### config.mk
export PLATFORM = sky130hd
export DESIGN_NAME = eit_section_parser_flat
export DESIGN_NICKNAME = d
export VERILOG_FILES = /design/src/design/eitp_pkg.sv /design/src/design/eitp_stream_if.sv /design/src/design/eitp_front.sv /design/src/design/eitp_queue.sv /design/src/design/eitp_back.sv /design/src/design/eit_section_parser.sv /design/src/flat_wrapper.sv
export VERILOG_INCLUDE_DIRS = /design/src /design/src/design
export SDC_FILE = /design/constraint.sdc
export NUM_CORES = 2
export LEC_CHECK = 0
export ABC_AREA = 0
export CORE_ASPECT_RATIO = 0.8
export CORE_MARGIN = 2
export CORE_UTILIZATION = 69
export CTS_BUF_LIST = sky130_fd_sc_hd__clkbuf_16
export DETAILED_ROUTE_END_ITERATION = 10
export DONT_BUFFER_PORTS = 1
export GPL_ROUTABILITY_DRIVEN = 0
export PLACE_DENSITY_LB_ADDON = 0.3
export SYNTH_ARGS = -nofsm -noshare
export SYNTH_HDL_FRONTEND = slang
export SYNTH_HIERARCHICAL = 1
export SYNTH_SLANG_ARGS = --single-unit
### constraint.sdc
create_clock -name clk -period 24.2 [get_ports clk]
set_input_delay 1.21 -clock clk [delete_from_list [all_inputs] [get_ports clk]]
set_output_delay 1.21 -clock clk [all_outputs]
set_load 0.05 [all_outputs]
### src/design/assert_macros.svh
// Assertion macros used by eit_section_parser.
`ifndef ASSERT_MACROS_SVH
`define ASSERT_MACROS_SVH
`ifndef ASSERT_OFF
`define ASSERT_IMPLIES(label, clk, rst_n, pre, post) \
    label: assert property (@(posedge clk) disable iff (!rst_n) (pre) |-> (post)) \
        else $error("assertion failed");
`define ASSERT_NEXT(label, clk, rst_n, pre, post) \
    label: assert property (@(posedge clk) disable iff (!rst_n) (pre) |=> (post)) \
        else $error("assertion failed");
`else
`define ASSERT_IMPLIES(label, clk, rst_n, pre, post)
`define ASSERT_NEXT(label, clk, rst_n, pre, post)
`endif
`endif

### src/design/eitp_pkg.sv
package eitp_pkg;
    localparam int unsigned MAX_EVENTS       = 64;
    localparam int unsigned MAX_DESCRIPTORS  = 16;
    localparam int unsigned MIN_SECTION_SIZE = 18;
    localparam int unsigned MAX_SECTION_SIZE = 4096;

    localparam logic [1:0] KIND_HEADER = 2'd0;
    localparam logic [1:0] KIND_EVENT  = 2'd1;
    localparam logic [1:0] KIND_DESC   = 2'd2;
    localparam logic [1:0] KIND_STATUS = 2'd3;

    localparam logic [7:0] STATUS_OK   = 8'd0;
    localparam logic [7:0] STATUS_CRC  = 8'd1;
    localparam logic [7:0] STATUS_SIZE = 8'd2;

    localparam int unsigned QUEUE_DEPTH = 4;

    typedef struct packed {
        logic [1:0]  kind;
        logic [15:0] key_word;
        logic [15:0] aux_word;
        logic [23:0] aux_wide;
        logic [11:0] length_field;
        logic [39:0] wide_value;
        logic [7:0]  byte_a;
        logic [7:0]  byte_b;
        logic [7:0]  byte_c;
        logic [7:0]  byte_d;
        logic [7:0]  byte_e;
        logic [5:0]  byte_f;
    } record_t;

    // Up to three records from one byte.
    typedef struct packed {
        logic [1:0] count;
        record_t    rec0;
        record_t    rec1;
        record_t    rec2;
    } rec_group_t;

    typedef struct packed {
        logic [7:0] data_byte;
        logic       last_byte;
    } in_item_t;

    function automatic logic [31:0] crc_byte(input logic [31:0] crc, input logic [7:0] b);
        logic [31:0] c;
        c = crc ^ {b, 24'd0};
        for (int k = 0; k < 8; k++) begin
            c = c[31] ? ((c << 1) ^ 32'h04C11DB7) : (c << 1);
        end
        return c;
    endfunction
endpackage

### src/design/eitp_stream_if.sv
interface eitp_stream_if #(parameter type payload_t = logic);
    logic     valid;
    logic     ready;
    payload_t payload;
    modport source (output valid, output payload, input ready);
    modport sink (input valid, input payload, output ready);
endinterface

### src/design/eitp_front.sv
module eitp_front
    import eitp_pkg::*;
(
    input  logic       clk,
    input  logic       rst_n,
    input  logic       in_valid,
    input  in_item_t   in_item,
    output logic       in_ready,
    output logic       grp_valid,
    output rec_group_t grp,
    input  logic       grp_ready
);
    localparam logic [2:0] PH_HEADER = 3'd0;
    localparam logic [2:0] PH_EVHDR  = 3'd1;
    localparam logic [2:0] PH_TAG    = 3'd2;
    localparam logic [2:0] PH_LEN    = 3'd3;
    localparam logic [2:0] PH_BODY   = 3'd4;
    localparam logic [2:0] PH_SKIP   = 3'd5;
    localparam logic [2:0] PH_DONE   = 3'd6;

    logic [2:0]   phase_reg, phase_next;
    logic [12:0]  pos_reg, pos_next;
    logic [111:0] acc_reg, acc_next;
    logic [12:0]  ev_left_reg, ev_left_next;
    logic [11:0]  d_left_reg, d_left_next;
    logic [7:0]   skip_reg, skip_next;
    logic [7:0]   tag_reg, tag_next;
    logic [8:0]   events_reg, events_next;
    logic [11:0]  descs_reg, descs_next;
    logic [31:0]  crc_reg, crc_next;
    logic [31:0]  tail_reg, tail_next;

    logic         take;
    logic [7:0]   b;
    logic [111:0] sh;
    rec_group_t   g;
    record_t      r;
    logic [11:0]  sl;
    logic         fin;
    logic [13:0]  size;

    assign in_ready  = grp_ready;
    assign take      = in_valid && in_ready;
    assign b         = in_item.data_byte;
    assign sh        = {acc_reg[103:0], b};
    assign grp_valid = take && (g.count != 2'd0);
    assign grp       = g;

    function automatic logic [7:0] ab(input logic [111:0] a, input int n, input int i);
        return a[(n - 1 - i) * 8 +: 8];
    endfunction

    always_comb
    begin
        phase_next   = phase_reg;
        pos_next     = pos_reg;
        acc_next     = acc_reg;
        ev_left_next = ev_left_reg;
        d_left_next  = d_left_reg;
        skip_next    = skip_reg;
        tag_next     = tag_reg;
        events_next  = events_reg;
        descs_next   = descs_reg;
        crc_next     = (pos_reg >= 13'd4) ? crc_byte(crc_reg, tail_reg[31:24]) : crc_reg;
        tail_next    = {tail_reg[23:0], b};
        g            = '0;
        r            = '0;
        sl           = '0;
        fin          = 1'b0;
        size         = {1'b0, pos_reg} + 14'd1;

        if (phase_reg >= PH_EVHDR && phase_reg <= PH_SKIP && ev_left_reg != 13'd0)
        begin
            ev_left_next = ev_left_reg - 13'd1;
        end

        unique case (phase_reg)
            PH_HEADER:
            begin
                acc_next = sh;
                if (pos_reg == 13'd13)
                begin
                    sl = {4'(ab(sh, 14, 1)), ab(sh, 14, 2)};
                    r = '0;
                    r.kind = KIND_HEADER;
                    r.key_word = {ab(sh, 14, 3), ab(sh, 14, 4)};
                    r.aux_word = {ab(sh, 14, 8), ab(sh, 14, 9)};
                    r.aux_wide = {8'd0, ab(sh, 14, 10), ab(sh, 14, 11)};
                    r.length_field = sl;
                    r.byte_a = ab(sh, 14, 0);
                    r.byte_b = ab(sh, 14, 6);
                    r.byte_c = ab(sh, 14, 7);
                    r.byte_d = ab(sh, 14, 12);
                    r.byte_e = ab(sh, 14, 13);
                    r.byte_f = 6'(ab(sh, 14, 5));
                    g.rec0 = r;
                    g.count = 2'd1;
                    ev_left_next = (sl > 12'd15) ? {1'b0, sl - 12'd15} : 13'd0;
                    if (ev_left_next >= 13'd12 && events_reg < 9'(MAX_EVENTS))
                    begin
                        phase_next = PH_EVHDR;
                        skip_next  = '0;
                        descs_next = '0;
                        acc_next   = '0;
                    end
                    else
                    begin
                        phase_next = PH_DONE;
                    end
                end
            end
            PH_EVHDR:
            begin
                acc_next  = sh;
                skip_next = skip_reg + 8'd1;
                if (skip_next >= 8'd12)
                begin
                    d_left_next = {4'(ab(sh, 12, 10)), ab(sh, 12, 11)};
                    skip_next   = '0;
                    if (d_left_next == 12'd0)
                    begin
                        fin = 1'b1;
                    end
                    else
                    begin
                        phase_next = PH_TAG;
                    end
                end
            end
            PH_TAG, PH_LEN, PH_BODY, PH_SKIP:
            begin
                if (phase_reg == PH_TAG)
                begin
                    if (d_left_reg >= 12'd2 && descs_reg < 12'(MAX_DESCRIPTORS))
                    begin
                        tag_next   = b;
                        phase_next = PH_LEN;
                    end
                    else
                    begin
                        phase_next = PH_SKIP;
                    end
                end
                else if (phase_reg == PH_LEN)
                begin
                    r = '0;
                    r.kind = KIND_DESC;
                    r.key_word = (pos_reg != 13'd0) ? 16'(pos_reg - 13'd1) : 16'd0;
                    r.byte_a = tag_reg;
                    r.byte_b = b;
                    r.byte_c = descs_reg[7:0];
                    g.rec0 = r;
                    g.count = 2'd1;
                    descs_next = descs_reg + 12'd1;
                    skip_next  = b;
                    phase_next = (b != 8'd0) ? PH_BODY : PH_TAG;
                end
                else if (phase_reg == PH_BODY)
                begin
                    if (skip_reg != 8'd0)
                    begin
                        skip_next = skip_reg - 8'd1;
                    end
                    if (skip_next == 8'd0)
                    begin
                        phase_next = PH_TAG;
                    end
                end
                if (d_left_reg != 12'd0)
                begin
                    d_left_next = d_left_reg - 12'd1;
                end
                if (d_left_next == 12'd0)
                begin
                    fin = 1'b1;
                end
            end
            default:
            begin
            end
        endcase

        if (fin)
        begin
            r = '0;
            r.kind = KIND_EVENT;
            r.key_word = {ab(acc_next, 12, 0), ab(acc_next, 12, 1)};
            r.aux_wide = {ab(acc_next, 12, 7), ab(acc_next, 12, 8), ab(acc_next, 12, 9)};
            r.length_field = {4'(ab(acc_next, 12, 10)), ab(acc_next, 12, 11)};
            r.wide_value = {ab(acc_next, 12, 2), ab(acc_next, 12, 3), ab(acc_next, 12, 4),
                            ab(acc_next, 12, 5), ab(acc_next, 12, 6)};
            r.byte_a = {5'd0, 3'(ab(acc_next, 12, 10) >> 5)};
            r.byte_b = {7'd0, 1'(ab(acc_next, 12, 10) >> 4)};
            r.byte_c = descs_next[7:0];
            if (g.count == 2'd0)
            begin
                g.rec0 = r;
            end
            else
            begin
                g.rec1 = r;
            end
            g.count = g.count + 2'd1;
            events_next = events_reg + 9'd1;
            if (ev_left_next >= 13'd12 && events_next < 9'(MAX_EVENTS))
            begin
                phase_next = PH_EVHDR;
                skip_next  = '0;
                descs_next = '0;
                acc_next   = '0;
            end
            else
            begin
                phase_next = PH_DONE;
            end
        end

        if (pos_reg != 13'h1FFF)
        begin
            pos_next = pos_reg + 13'd1;
        end

        if (in_item.last_byte)
        begin
            r = '0;
            r.kind = KIND_STATUS;
            r.wide_value = {8'd0, crc_next};
            if (size < 14'(MIN_SECTION_SIZE) || size > 14'(MAX_SECTION_SIZE))
            begin
                r.byte_a = STATUS_SIZE;
            end
            else if (crc_next != tail_next)
            begin
                r.byte_a = STATUS_CRC;
            end
            else
            begin
                r.byte_a = STATUS_OK;
            end
            r.byte_b = (events_next > 9'd255) ? 8'd255 : events_next[7:0];
            unique case (g.count)
                2'd0:    g.rec0 = r;
                2'd1:    g.rec1 = r;
                default: g.rec2 = r;
            endcase
            g.count = g.count + 2'd1;
            phase_next   = PH_HEADER;
            pos_next     = '0;
            acc_next     = '0;
            ev_left_next = '0;
            d_left_next  = '0;
            skip_next    = '0;
            tag_next     = '0;
            events_next  = '0;
            descs_next   = '0;
            crc_next     = '1;
            tail_next    = '0;
        end
    end

    always_ff @(posedge clk or negedge rst_n)
    begin
        if (!rst_n)
        begin
            phase_reg   <= PH_HEADER;
            pos_reg     <= '0;
            acc_reg     <= '0;
            ev_left_reg <= '0;
            d_left_reg  <= '0;
            skip_reg    <= '0;
            tag_reg     <= '0;
            events_reg  <= '0;
            descs_reg   <= '0;
            crc_reg     <= '1;
            tail_reg    <= '0;
        end
        else if (take)
        begin
            phase_reg   <= phase_next;
            pos_reg     <= pos_next;
            acc_reg     <= acc_next;
            ev_left_reg <= ev_left_next;
            d_left_reg  <= d_left_next;
            skip_reg    <= skip_next;
            tag_reg     <= tag_next;
            events_reg  <= events_next;
            descs_reg   <= descs_next;
            crc_reg     <= crc_next;
            tail_reg    <= tail_next;
        end
    end
endmodule

### src/design/eitp_queue.sv
module eitp_queue
    import eitp_pkg::*;
(
    input  logic       clk,
    input  logic       rst_n,
    input  logic       wr_valid,
    input  rec_group_t wr_data,
    output logic       wr_ready,
    output logic       rd_valid,
    output rec_group_t rd_data,
    input  logic       rd_ready
);
    localparam int unsigned AW = $clog2(QUEUE_DEPTH);

    rec_group_t      mem_reg [QUEUE_DEPTH];
    logic [AW-1:0]   wp_reg, rp_reg;
    logic [AW:0]     cnt_reg;
    logic            push, pop;

    assign wr_ready = cnt_reg != (AW + 1)'(QUEUE_DEPTH);
    assign rd_valid = cnt_reg != '0;
    assign rd_data  = mem_reg[rp_reg];
    assign push     = wr_valid && wr_ready;
    assign pop      = rd_valid && rd_ready;

    always_ff @(posedge clk)
    begin
        if (push)
        begin
            mem_reg[wp_reg] <= wr_data;
        end
    end

    always_ff @(posedge clk or negedge rst_n)
    begin
        if (!rst_n)
        begin
            wp_reg  <= '0;
            rp_reg  <= '0;
            cnt_reg <= '0;
        end
        else
        begin
            if (push)
            begin
                wp_reg <= wp_reg + AW'(1);
            end
            if (pop)
            begin
                rp_reg <= rp_reg + AW'(1);
            end
            cnt_reg <= cnt_reg + (AW + 1)'(push) - (AW + 1)'(pop);
        end
    end
endmodule

### src/design/eitp_back.sv
module eitp_back
    import eitp_pkg::*;
(
    input  logic       clk,
    input  logic       rst_n,
    input  logic       grp_valid,
    input  rec_group_t grp,
    output logic       grp_ready,
    output logic       out_valid,
    output record_t    out_rec,
    input  logic       out_ready
);
    logic [1:0] idx_reg;
    logic       out_valid_reg;
    record_t    out_rec_reg;
    record_t    cur;
    logic       load;
    logic       last_of_grp;

    always_comb
    begin
        unique case (idx_reg)
            2'd0:    cur = grp.rec0;
            2'd1:    cur = grp.rec1;
            default: cur = grp.rec2;
        endcase
    end

    assign load        = grp_valid && (!out_valid_reg || out_ready);
    assign last_of_grp = (idx_reg + 2'd1) >= grp.count;
    assign grp_ready   = load && last_of_grp;
    assign out_valid   = out_valid_reg;
    assign out_rec     = out_rec_reg;

    always_ff @(posedge clk)
    begin
        if (load)
        begin
            out_rec_reg <= cur;
        end
    end

    always_ff @(posedge clk or negedge rst_n)
    begin
        if (!rst_n)
        begin
            idx_reg       <= '0;
            out_valid_reg <= 1'b0;
        end
        else
        begin
            if (load)
            begin
                out_valid_reg <= 1'b1;
                idx_reg       <= last_of_grp ? 2'd0 : idx_reg + 2'd1;
            end
            else if (out_ready)
            begin
                out_valid_reg <= 1'b0;
            end
        end
    end
endmodule

### src/design/eit_section_parser.sv
// Channel   Role   Payload
// in_ch     sink   in_item_t: data_byte, last_byte
// out_ch    source record_t: kind, key_word, aux_word, aux_wide, length_field,
//                  wide_value, byte_a .. byte_f
//
// One byte is taken per cycle; the byte parser and running CRC-32 update on
// each byte, so the rate is one byte per clock while the result queue has room.
// A byte gives zero to three records; the back end emits one record per cycle
// while the output is ready; a group holds its queue slot until all are loaded.
// Reset clears parse state, CRC (to all ones), the queue and output valid flag.
// A stall on the output fills the four-entry queue, then input ready drops.
`include "assert_macros.svh"
module eit_section_parser
    import eitp_pkg::*;
(
    input logic clk,
    input logic rst_n,
    eitp_stream_if.sink   in_ch,
    eitp_stream_if.source out_ch
);
    logic       f_valid, f_ready, q_valid, q_ready;
    rec_group_t f_grp, q_grp;

    // Front: consumes bytes, runs the CRC and field parser.
    eitp_front u_front (
        .clk       (clk),
        .rst_n     (rst_n),
        .in_valid  (in_ch.valid),
        .in_item   (in_ch.payload),
        .in_ready  (in_ch.ready),
        .grp_valid (f_valid),
        .grp       (f_grp),
        .grp_ready (f_ready)
    );

    // Short queue that decouples the parser from the output side.
    eitp_queue u_queue (
        .clk      (clk),
        .rst_n    (rst_n),
        .wr_valid (f_valid),
        .wr_data  (f_grp),
        .wr_ready (f_ready),
        .rd_valid (q_valid),
        .rd_data  (q_grp),
        .rd_ready (q_ready)
    );

    // Back: serializes each group of records onto the output channel.
    eitp_back u_back (
        .clk       (clk),
        .rst_n     (rst_n),
        .grp_valid (q_valid),
        .grp       (q_grp),
        .grp_ready (q_ready),
        .out_valid (out_ch.valid),
        .out_rec   (out_ch.payload),
        .out_ready (out_ch.ready)
    );

    // A stored group always holds at least one record.
    `ASSERT_IMPLIES(a_grp_nonempty, clk, rst_n, q_valid, q_grp.count != 2'd0)
    // A transaction is only taken when the queue can absorb its records.
    `ASSERT_IMPLIES(a_in_room, clk, rst_n, in_ch.valid && in_ch.ready, f_ready)
    // An output transaction with no new load leaves the output empty.
    `ASSERT_NEXT(a_out_drain, clk, rst_n, out_ch.valid && out_ch.ready && !q_valid, !out_ch.valid)
endmodule

### src/flat_wrapper.sv
// flat-port wrapper written by rule: the top's interface ports become plain ports
module eit_section_parser_flat import eitp_pkg::*;
  (clk, rst_n, in_ch_valid, in_ch_payload, in_ch_ready, out_ch_valid, out_ch_payload, out_ch_ready);
  eitp_stream_if #(.payload_t(in_item_t)) in_ch_i ();
  eitp_stream_if #(.payload_t(record_t)) out_ch_i ();
  input logic clk;
  input logic rst_n;
  input wire logic [$bits(in_ch_i.valid)-1:0] in_ch_valid;
  input wire logic [$bits(in_ch_i.payload)-1:0] in_ch_payload;
  output wire logic [$bits(in_ch_i.ready)-1:0] in_ch_ready;
  output wire logic [$bits(out_ch_i.valid)-1:0] out_ch_valid;
  output wire logic [$bits(out_ch_i.payload)-1:0] out_ch_payload;
  input wire logic [$bits(out_ch_i.ready)-1:0] out_ch_ready;
  assign in_ch_i.valid = in_ch_valid;
  assign in_ch_i.payload = in_ch_payload;
  assign in_ch_ready = in_ch_i.ready;
  assign out_ch_valid = out_ch_i.valid;
  assign out_ch_payload = out_ch_i.payload;
  assign out_ch_i.ready = out_ch_ready;
  eit_section_parser u_core (.clk(clk), .rst_n(rst_n), .in_ch(in_ch_i), .out_ch(out_ch_i));
endmodule
Yosys cells after proc, flatten, opt, wreduce, memory -nomap -nowiden --
Memory sizes are Yosys's and may differ from the RTL's. Index checks and enable logic that the tools add are counted. W data, S select, Z words.
Word-level totals: bits in writable memories 1880, memories kept 1, output and inout bits 158, bits of input ports 13, word-level logic and storage cells 225, register bits 420
Memories:
- u_core.u_queue.mem_reg | words 4, bits a word 470, rd ports 1, clocked after Yosys merged registers in 0, write ports 1, RTL line eitp_queue.sv:15 | rec_group_t mem_reg [QUEUE_DEPTH];
Cells by class: add/sub/neg operators 17, equality and inequality tests 17, mux-type cells 97, reduce and logical (&&, ||, !) cells 41, bitwise operators 9, magnitude comparators 15
Operators by type and width (count):
- $mux W156 | 4
- $mux W112 | 5
- $mux W157 | 3
- $mux W470 | 1
- $mux W314 | 1
- $pmux W157 S2 | 1
- $pmux W156 S2 | 1
- $pmux W112 S2 | 1
- $mux W27 | 8
- $mux W155 | 1
- $mux W8 | 19
- $mux W12 | 12
- $not A14 Y14 | 8
- $mux W32 | 3
- $mux W13 | 6
- $pmux W12 S2 | 2
- $mux W3 | 13
- $ne A32 B32 Y1 | 1
- $xor A32 B32 Y32 | 1
- $reduce_bool A13 Y1 | 2
- $logic_not A12 Y1 | 2
- $pmux W8 S3 | 1
- $lt A9 B7 Y1 const B | 2
- $mux W9 | 2
- 57 further kinds | 96

Longest topological paths before layout --
depth in word-level cells 28, depth in mapped cells 22

Modules after synthesis --
Netlist, hierarchy kept.
By module, submodules not included:
- eitp_queue | cells each 2496, area an instance 68126.6 um2, sequential area each 56629.3 um2, times used 1
- eitp_front | cells each 2419, area an instance 19366.1 um2, sequential area each 6195.9 um2, times used 1
- eitp_back | cells each 698, area an instance 7581.0 um2, sequential area each 4759.6 um2, times used 1

Least setup slack after synthesis --
OpenSTA, ideal clock, no wires.
path kind input -> register, start in in_ch_payload[1], end mem u_core/u_queue/mem_reg[0][0] (netlist name) (enable), path slack 9.051 ns, library setup time 0.897 ns, required time 23.303 ns, cell stages on the path 12, arrival time 14.252 ns, path buffers 2, cells stage by stage clkbuf_1 -> or4_1 -> nor2_1 -> nand4_1 -> o32ai_4 -> inv_2 -> buf_1 -> ha_1 -> a21oi_1 -> nor2_1 -> nor2_1 -> and3b_1
On the way: cells in the longest elaborated chain, start to end 12
Ends and longest elaborated chain:
- start: declaration | RTL line flat_wrapper.sv:9 | input wire logic [$bits(in_ch_i.payload)-1:0] in_ch_payload;
- $logic_not A12 Y1 (*) | RTL line eitp_front.sv:120 | if (d_left_next == 12'd0)
- $mux W1 (*) | RTL line eitp_front.sv:120
- $mux W1 (*) | RTL line eitp_front.sv:116 | if (skip_next >= 8'd12)
- $pmux W1 S2 (*) | RTL line eitp_front.sv:77 | unique case (phase_reg)
- $mux W314 (*) | RTL line eitp_front.sv:183 | if (fin)
- $add A2 B1 Y2 | RTL line eitp_front.sv:246 | g.count = g.count + 2'd1;
- $mux W470 (*) | RTL line eitp_front.sv:223 | if (in_item.last_byte)
- $reduce_bool A2 Y1 (*) | RTL line eitp_front.sv:46 | assign grp_valid = take && (g.count != 2'd0);
- $logic_and A1 B1 Y1 (*) | RTL line eitp_front.sv:46
- net u_core.f_valid | RTL line eit_section_parser.sv:21 | logic f_valid, f_ready, q_valid, q_ready;
- $logic_and A1 B1 Y1 (*) | RTL line eitp_queue.sv:23 | assign push = wr_valid && wr_ready;
- $mux W1 (*) | RTL line eitp_queue.sv:28 | if (push)
- $mux W1 (implied by the code) (*) | RTL line eitp_queue.sv:30 | mem_reg[wp_reg] <= wr_data;
- end: declaration | RTL line eitp_queue.sv:15
Mark *: on every way through the listed nets, which the timed path passes. The rest lies on a longest branch.

Worst setup path in the final report --
start reg u_core.u_front.d_left_reg[0], end mem u_core/u_queue/mem_reg[1][263] (netlist name) (enable)
On the way: cells in the longest elaborated chain, start to end 14, elaborated cells on any way between the ends 15
Ends and longest elaborated chain:
- start: declaration | RTL line eitp_front.sv:25 | logic [11:0] d_left_reg, d_left_next;
- start signal: assignment | RTL line eitp_front.sv:283 | d_left_reg <= d_left_next;
- $sub A12 B1 Y12 / $reduce_bool A12 Y1 (equally long branches) | RTL line eitp_front.sv:171, eitp_front.sv:169
- $mux W12 (*) | RTL line eitp_front.sv:169 | if (d_left_reg != 12'd0)
- $mux W12 (*) | RTL line eitp_front.sv:77
- $logic_not A12 Y1 (*) | RTL line eitp_front.sv:173 | if (d_left_next == 12'd0)
- $mux W1 (*) | RTL line eitp_front.sv:173
- $pmux W1 S2 (*) | RTL line eitp_front.sv:77
- $mux W314 (*) | RTL line eitp_front.sv:183
- $add A2 B1 Y2 | RTL line eitp_front.sv:246
- $mux W470 (*) | RTL line eitp_front.sv:223
- $reduce_bool A2 Y1 (*) | RTL line eitp_front.sv:46
- $logic_and A1 B1 Y1 (*) | RTL line eitp_front.sv:46
- net u_core.f_valid | RTL line eit_section_parser.sv:21
- $logic_and A1 B1 Y1 (*) | RTL line eitp_queue.sv:23
- $mux W1 (*) | RTL line eitp_queue.sv:28
- $mux W1 (implied by the code) (*) | RTL line eitp_queue.sv:30
Mark *: on every way through the listed nets, which the timed path passes. The rest lies on a longest branch. The select of a mux whose other input is x is not followed.

==> impl_metrics.tcl <==
set metrics [dict create \
    synth_area_um2 95100 \
    cts.repair.resized 0 \
    area_growth_pct 7.34 \
    yosysTopAreaCell "edfxtp_1" \
    worst_pin_slew_ps 1390 \
    rr_worst_depth 16 \
    cts_setup_buffers 0 \
    synthFlopType "edfxtp_1" \
    yosysMostFrequentCell "edfxtp_1" \
    hpwl_mm 131 \
    crit_arrival_ps 9640 \
    synthArstFlopShare_pct 11.2 \
    grtUsageMet2_pct 50.6 \
    root_buffer "clkbuf_16" \
    required_ps 24660 \
    path_max_fanout 66 \
    final_layout_size_suffix_gt1_share_pct 15.8 \
    drc 0 \
    tns_ps 0 \
    post_drt_wl_per_cell_um 30.6 \
    wl_mm 231 \
    hold_class "in -> async" \
    maxCapViolCount 0 \
    met3_usage_pct 8.46 \
    power_mw 12.9 \
    rsz0062_at_grt "no" \
    worstReg2RegEnd "u_core/u_queue/mem_reg[1][263]" \
    maxSlewHeadroom_pct 7.63 \
    die_w_um 419 \
    leakage_nw 34.8 \
    grt_use_total_pct 33.2 \
    p_int_mw 8.31 \
    core_area_um2 136000 \
    yosys_warnings 6 \
    grt_antenna_before_repair 5 \
    num-nets-final 5559 \
    setup_viol 0 \
    clkSinkCount 2292 \
    path_clk_slew_ps 60 \
    timing.hold.ws_ps 98.4 \
    synth_commonest_cells "edfxtp_1 (2036), nand2_1 (543), mux4_2 (470)" \
    p_sw_share_pct 35.6 \
    synthTopCellsByArea "edfxtp_1 (64%), mux4_2 (11%), dfrtp_1 (5.9%), a22oi_1 (2.2%), nand2_1 (2.1%)" \
    grt_pass1_vias 52700 \
    period_minus_slack_ps 9180 \
    yosysUniqueCellTypes 95 \
    hold_viol_final 0 \
    ys_seq_area_share_pct 71.1 \
    clock_skew_ps 40.4 \
    critPathKind "reg -> reg" \
    clock.fmax_ghz 0.109 \
    start_util_pct 69.7 \
    die_area_um2 141000 \
    place.port_buffers 0 \
    largest_reg_flops 1880 \
    die_h_um 336 \
    powerDensity_nw_per_um2 127 \
    cts_tree "done" \
    vias_per_cell 7.06 \
    reg2reg_from "u_core/u_front/d_left_reg[0]" \
    clock_path_buffers 3 \
    grt.busiest_layer "met2" \
    vias 53200 \
    grt_util_met1_pct 47.4 \
    rrSetupSlack_ps 15020 \
    drtAntennaViolNets 0 \
    endpoint_kind "flip-flop" \
    cp-start-kind "flip-flop" \
    p_seq_share_pct 46.9 \
    drt_iter0_drc 8324 \
    synth_edf_count 2036 \
    grt_pass1_wl_mm 343 \
    pin_count 171 \
    cts_hold_buf 0 \
    status "finished, final reports clean" \
    h-tree-depth 4 \
    synth_area_per_cell_um2 16.9 \
    clock_latency_ps 850 \
    synth-seq-cells 2292 \
    cts_buffers 205 \
    finalCritPeriodShare_pct 38.0 \
    netlist.area_leader.share_pct 64.3 \
    power.switching_mw 4.60 \
    ir_drop_v 0.000114 \
    clock_power_share_pct 24.2 \
    drtPass1Iterations 8 \
    netlist_instances 5613 \
    num_rows 121 \
    grt_overflow 0 \
    comb_power_share_pct 28.8 \
    drv_slew 0 \
    grt_max_degree 257 \
]
==> cells in the final DEF (no fill, tap or decap), types with 54 or more instances in the layout <==
master and instances:
a22o_1 111, buf_4 70, xnor2_1 89, mux4_2 470
nor2_1 269, edfxtp_1 2036, dfrtp_1 222, o22ai_1 95
inv_1 107, clkbuf_16 207, a21oi_1 137, nor3_1 54
o21ai_0 146, conb_1 155, xor2_1 56, nand2_1 538
a22oi_1 280
==> cell families after synthesis <==
| logic type | after synthesis | synth area share [%] |
|---|---|---|
| AO/OA/AOI/OAI | 899 | 6.49 |
| XOR/XNOR | 160 | 1.67 |
| adder cells (fa/ha/maj) | 31 | 0.416 |
| buffers and inverters | 582 | 3.40 |
| flip-flops | 2292 | 71.1 |
| multiplexers | 497 | 11.4 |
| other | 1 | 0.00394 |
| AND/OR/NAND/NOR | 1151 | 5.51 |
==> worst max-delay path by stage <==
| stage | startpoint | endpoint | slack (ps) | cells past startpoint |
|---|---|---|---|---|
| final | u_core/u_front/d_left_reg[0] | u_core/u_queue/mem_reg[1][263] | 15020 | 16 |
| after global routing | u_core/u_front/d_left_reg[0] | u_core/u_queue/mem_reg[1][263] | 14630 | 16 |
| after CTS | u_core/u_front/d_left_reg[0] | u_core/u_queue/mem_reg[1][121] | 15370 | 16 |
| after detailed placement | u_core/u_front/d_left_reg[0] | u_core/u_queue/mem_reg[1][108] | 15530 | 16 |
| after global placement | u_core/u_front/d_left_reg[0] | u_core/u_queue/mem_reg[1][107] | 15720 | 16 |
| after floorplan | in_ch_payload[1] | u_core/u_queue/mem_reg[0][0] | 9050 | 12 |
==> per-layer routing <==
| layer | routed length [um] | vias up |
|---|---|---|
| li1 | - | 21700 |
| met1 | 84400 | 27000 |
| met2 | 108000 | 3884 |
| met3 | 28300 | 634 |
| met4 | 9450 | 10 |
| met5 | 94 | - |
==> worst max-delay path, cell delays in order, from the launching register on <==
cell	delay [ps]
dfrtp_1	450
inv_1	180
ha_1	290
nor3b_1	510
nand2_1	240
o31ai_1	270
o2111ai_1	210
o32ai_4	830
inv_2	390
ha_1	310
a21oi_1	800
nor2_1	80
nor2_1	500
and3b_4	890
buf_4	820
buf_4	930
buf_4	920
==> power groups by stage <==
stage	registers (mW)	logic [mW]	clock network [mW]
2_1_floorplan	6.18	2.81	0
3_3_place_gp	6.07	3.58	0
3_5_place_dp	6.11	3.62	0
4_1_cts	6.06	3.69	3.16
5_1_grt	6.11	3.95	3.30
6_report	6.06	3.72	3.13
==> layout make-up <==
| class | count | area [um^2] |
|---|---|---|
| Sequential cell | 2292 | 67600 |
| Fill cell | 7306 | 34400 |
| Multi-Input combinational cell | 2893 | 24900 |
| Antenna cell | 2 | 5.00 |
| Clock inverter | 172 | 1230 |
| Clock buffer | 207 | 5180 |
| Tap cell | 1845 | 2310 |
| Timing Repair Buffer | 74 | 606 |
| Inverter | 49 | 189 |
==> through the flow <==
step	instance area [um^2]	util, %	cells	setup slack (ps)
2_1_floorplan	95700	-	5767	9050
3_3_place_gp	95600	70.1	7153	15720
3_5_place_dp	95600	70.1	7153	15530
4_1_cts	102000	74.8	7532	15370
5_1_grt	102000	74.8	7532	14630
6_report	102000	74.8	7534	15020
No activity file was read; power rests on OpenSTA's default activity.
